`src/design/per_path_round_robin_send_scheduler_assert.svh`:
```
// Assertion macros shared by the scheduler modules.
`ifndef PER_PATH_ROUND_ROBIN_SEND_SCHEDULER_ASSERT_SVH
`define PER_PATH_ROUND_ROBIN_SEND_SCHEDULER_ASSERT_SVH

// The consequent holds in the same cycle as the antecedent.
`define PPSRR_ASSERT_SAME(lbl, ante, cons, msg) \
   lbl: assert property (@(posedge clock) disable iff (reset) (ante) |-> (cons)) \
      else $error(msg);

// The consequent holds in the cycle after the antecedent.
`define PPSRR_ASSERT_NEXT(lbl, ante, cons, msg) \
   lbl: assert property (@(posedge clock) disable iff (reset) (ante) |=> (cons)) \
      else $error(msg);

`endif

```
`src/design/ppsrr_pkg.sv`:
```
package ppsrr_pkg;

   localparam int PATH_SLOTS  = 16;
   localparam int QUEUE_DEPTH = 8;
   localparam int TAG_BITS    = 32;
   localparam int SLOT_W      = $clog2(PATH_SLOTS);
   localparam int DEPTH_W     = $clog2(QUEUE_DEPTH);
   localparam int CNT_W       = $clog2(QUEUE_DEPTH + 1);
   localparam int ADDR_W      = SLOT_W + DEPTH_W;
   localparam int SIZE_W      = $clog2(PATH_SLOTS + 1);
   localparam int HANDLE_W    = 16;
   localparam int KIND_W      = 2;
   localparam int EVENT_W     = 2;
   localparam int SENDS_W     = 6;
   localparam int LIMIT_W     = 4;
   localparam int CSR_DATA_W  = 6;
   localparam int SEND_CAP    = 32;

   localparam logic [KIND_W-1:0] KIND_ENQUEUE = 2'd0;
   localparam logic [KIND_W-1:0] KIND_REMOVE  = 2'd1;
   localparam logic [KIND_W-1:0] KIND_TICK    = 2'd2;

   localparam logic [EVENT_W-1:0] EVENT_SEND   = 2'd0;
   localparam logic [EVENT_W-1:0] EVENT_REJECT = 2'd1;
   localparam logic [EVENT_W-1:0] EVENT_DONE   = 2'd2;

   localparam logic CSR_MAX_SENDS   = 1'b0;
   localparam logic CSR_QUEUE_LIMIT = 1'b1;

   typedef struct packed {
      logic [KIND_W-1:0]   kind;
      logic [TAG_BITS-1:0] tag;
      logic [HANDLE_W-1:0] msg;
      logic [HANDLE_W-1:0] rtr;
   } item_type;

   typedef struct packed {
      logic     valid;
      item_type item;
   } queue_head_type;

endpackage

```
`src/design/ppsrr_front.sv`:
```
`include "per_path_round_robin_send_scheduler_assert.svh"

module ppsrr_front (
   input  logic                             clock,
   input  logic                             reset,
   input  logic                             start,
   output logic                             busy,
   input  ppsrr_pkg::item_type              req_item,
   output ppsrr_pkg::queue_head_type        head,
   input  logic                             take
);
   import ppsrr_pkg::*;

   item_type   entry_ff [2];
   logic       wr_ptr_ff;
   logic       rd_ptr_ff;
   logic [1:0] cnt_ff;
   logic       push;

   assign busy = (cnt_ff == 2'd2);
   assign push = start && !busy;
   assign head.valid = (cnt_ff != 2'd0);
   assign head.item  = entry_ff[rd_ptr_ff];

   always_ff @(posedge clock) begin
      if (push) begin
         entry_ff[wr_ptr_ff] <= req_item;
      end
   end

   always_ff @(posedge clock) begin
      if (reset) begin
         wr_ptr_ff <= 1'b0;
         rd_ptr_ff <= 1'b0;
         cnt_ff    <= 2'd0;
      end else begin
         if (push) begin
            wr_ptr_ff <= !wr_ptr_ff;
         end
         if (take) begin
            rd_ptr_ff <= !rd_ptr_ff;
         end
         cnt_ff <= cnt_ff + {1'b0, push} - {1'b0, take};
      end
   end

   `PPSRR_ASSERT_SAME(a_take_nonempty, take, cnt_ff != 2'd0, "take from empty queue")
   `PPSRR_ASSERT_SAME(a_cnt_range, 1'b1, cnt_ff != 2'd3, "queue count out of range")
   `PPSRR_ASSERT_NEXT(a_push_grows, push && !take, cnt_ff != 2'd0, "push lost")

endmodule

```
`config.mk`:
```
export PLATFORM = sky130hd
export DESIGN_NAME = ppsrr_front
export DESIGN_NICKNAME = d
export VERILOG_FILES = /design/src/design/ppsrr_pkg.sv /design/src/design/ppsrr_front.sv
export VERILOG_INCLUDE_DIRS = /design/src /design/src/design
export SDC_FILE = /design/constraint.sdc
export NUM_CORES = 1
export LEC_CHECK = 0
export ABC_AREA = 1
export BUFFER_PORTS_ARGS = -buffer_cell sky130_fd_sc_hd__buf_2
export CAP_MARGIN = 20
export CORE_MARGIN = 5
export CORE_UTILIZATION = 40
export DETAILED_ROUTE_END_ITERATION = 8
export GPL_TIMING_DRIVEN = 0
export REMOVE_ABC_BUFFERS = 1
export SLEW_MARGIN = 20
export SYNTH_ARGS = -nofsm -noshare
export SYNTH_HDL_FRONTEND = slang
export SYNTH_SLANG_ARGS = --single-unit
```
`constraint.sdc`:
```
create_clock -name clock -period 4.5 [get_ports clock]
set_clock_uncertainty 0.05 [all_clocks]
set_input_delay 0.225 -clock clock [delete_from_list [all_inputs] [get_ports clock]]
set_output_delay 0.225 -clock clock [all_outputs]
set_load 0.03 [all_outputs]
```
==> metrics.md <==
| Metric | Value |
|---|---|
| CTS buffer count | `17` |
| Die height | `124 µm` |
| Antenna violations before repair | `0` |
| Setup Crit Path Kind | `reg -> out` |
| Final worst slack | `2.21 ns` |
| Final Setup Violations | `0` |
| Netlist cell types | `13` |
| Hold depth | `3` |
| Max_slew headroom | `0.617` |
| Worst setup EP type | `output pin` |
| Share of layout cells above drive strength 1 | `0.504` |
| Routed WL | `10.0 mm` |
| Drt pass-1 iters | `4` |
| CTS resizes | `0` |
| YS warnings | `0` |
| Worst-margin pin slew | `0.573 ns` |
| Final net count | `531` |
| Core area | `12,600 µm²` |
| Initial cell density of the core | `0.409` |
| Final Hold Viols | `0` |
| Seq. cell area | `4070 µm²` |
| Power Total | `3.44 mW` |
| DR vias/cell | `4.48` |
| Final slew viol count | `0` |
| Highest clock rate | `0.436 GHz` |
| Clock-pin slew on the worst setup and hold paths | `0.05 ns` |
| Register area share after synthesis | `0.788` |
| Synth Area in XOR/XNOR | `0.00170` |
| Chip Width | `124 µm` |
| Critical path arrival | `2.02 ns` |
| Syn Std Cell Area | `5160 µm²` |
| Multiplexer area fraction after synthesis | `0.173` |
| Io pins | `138` |
| Pre-CTS setup slack | `2.60 ns` |
| Syn Area/Cell | `21.7 µm²` |
| CP startpoint kind | `flop` |
| CTS Sinks | `137` |
| Worst vdd ir | `0.259 mV` |
| First-pass GRT wire length | `15.1 mm` |
| Synth Area in Adders | `0.00485` |
| Crit path time final | `2.29 ns` |
| Vias | `2,884` |
| Clk Latency, worst-skew pair | `0.41 ns` |
| Largest net degree at the start of global routing | `39` |
| Crit Reg-Reg Startpoint | `cnt_ff[0]$_SDFF_PP0_` |
| Post-synth top area share | `0.769` |
| #FFs+latches synth | `137` |
| Filler Cells Inserted | `1,023` |
| Post-synthesis simple-gate area fraction | `0.0114` |
| DRC Markers | `0` |
| Placed cell count | `545` |
| Flop2flop setup slack | `2.77 ns` |
| Die area | `15,300 µm²` |
| Dominant cell type by area after synthesis | `edfxtp_1` |
| Detailed Route Iter0 Violations | `131` |
| FF-to-FF path depth | `5` |
| Row cnt | `41` |
| Synth Instances | `238` |
| Antenna viol nets, final | `0` |
| CTS Root Cell | `clkbuf_16` |
| Post-route setup TNS | `0 ns` |
| Hold Path Class | `in -> reg` |
| Largest family of logic cells by synthesized area | `multiplexers` |
| Clock tree buffer depth | `2` |
| Req. time, crit path | `4.22 ns` |
| Vias in the first global route | `3,059` |
| WHS | `0.0481 ns` |
| CTS H-tree depth | `4` |
| Drt wl/cell | `15.6 µm` |
| Total global-route track usage | `0.135` |
| Worst Hold Path EP | `wr_ptr_ff$_SDFFE_PP0P_` |
| Port bufs | `137` |
| Outcome | `complete, no violations` |
| RePlAce Congestion | `0.685` |
| Area of the multi-input gates | `1000 µm²` |
| Diode count | `0` |
| Cell Pwr Density | `469 nW/µm²` |
| Final Cycle Share | `0.509` |
| Detailed Place HPWL | `6.31 mm` |
| Post-synthesis compound-gate area fraction | `0.00194` |
| Final core occ | `0.582` |
| Lkg Pwr | `2.91 nW` |
| Area contributors post-synth | `edfxtp_1, mux2_4, mux2_2` |
| Beginning of the worst hold path | `start` |
| Unrepaired setup endpoints after global routing | `false` |
| CTS tree | `built` |
| Most frequent cells in the layout | `buf_2, edfxtp_1, dlygate4sd3_1` |
| Most common cell after layout, fill and taps aside | `buf_2` |
| Final std cells w/o fill | `644` |
| Placed cell areas | `6130 µm²` |
| Final instance area | `7340 µm²` |
| Max cap viols | `0` |
| P&R area growth vs syn | `42.4%` |
| Reg-to-Reg End | `entry_ff[0][48]$_DFFE_PP_` |
| Worst Path Max Fanout | `38` |
| GR Overflow Total | `0` |
[state kept, by name (all words and copies together) (netlist names), named ones only]
register   cells
entry_ff     132
rd_ptr_ff      1
wr_ptr_ff      1
cnt_ff         2
[area by class of cell]
type / instances / share of cell area
sequential: 137 / 0.554
timing repair buffer: 209 / 0.201
multi-input combinational: 86 / 0.137
clock buffer: 20 / 0.0595
tap: 172 / 0.0293
clock inverter: 12 / 0.0147
inverter: 8 / 0.00443
[cell families (layout without fill, tap and decap cells)]
logic type | after synthesis | count (layout)
buffers and inverters | 15 | 249
AND/OR/NAND/NOR | 15 | 15
flip-flops | 137 | 137
multiplexers | 66 | 66
XOR/XNOR | 1 | 1
AO/OA/AOI/OAI | 2 | 2
adder cells (fa/ha/maj) | 2 | 2
[repair_timing]
| action | in CTS | in global routing |
|---|---|---|
| endpoints found under the hold margin | 135 | 0 |
| hold buffers | 67 | 0 |
| buffers inserted | 0 | 0 |
[per-layer routing]
layer / share of wire / track usage
met5: 0 / 0
met3: 0.074 / 0.0508
met2: 0.49 / 0.222
met1: 0.42 / 0.157
met4: 0.019 / 0.0664
[report_power, final]
part | internal, mW | switching, mW | leakage, nW
Clock | 0.801 | 0.475 | 0.276
Combinational | 0.255 | 0.345 | 1.37
Sequential | 1.53 | 0.0393 | 1.27
Total | 2.58 | 0.860 | 2.91
[synthesized netlist by cell type]
cell,instances
dfxtp_1,5
inv_1,8
edfxtp_1,132
xnor2_1,1
mux2_4,40
mux2_2,26
nand3_1,2
ha_1,2
a21oi_1,2
nor2_1,6
buf_6,5
buf_2,2
nand2_1,7
[how the worst max path moves through the flow]
| stage | startpoint | to | slack [ns] |
|---|---|---|---|
| floorplan | cnt_ff[0]$_SDFF_PP0_ | entry_ff[0][0]$_DFFE_PP_ | 0.67 |
| global placement | cnt_ff[0]$_SDFF_PP0_ | entry_ff[0][25]$_DFFE_PP_ | -1.17 |
| detailed placement | flop | head[7] | 2.60 |
| CTS | flop | head[7] | 2.15 |
| global route | flop | head[7] | 2.09 |
| finish | flop | head[7] | 2.21 |
[worst max-delay path, stage by stage, from the launching register on]
cell     delay [ns]
dfxtp_4        0.71
buf_16         0.32
mux2_2         0.38
buf_2          0.18
Power figures use the tool's default switching activity.
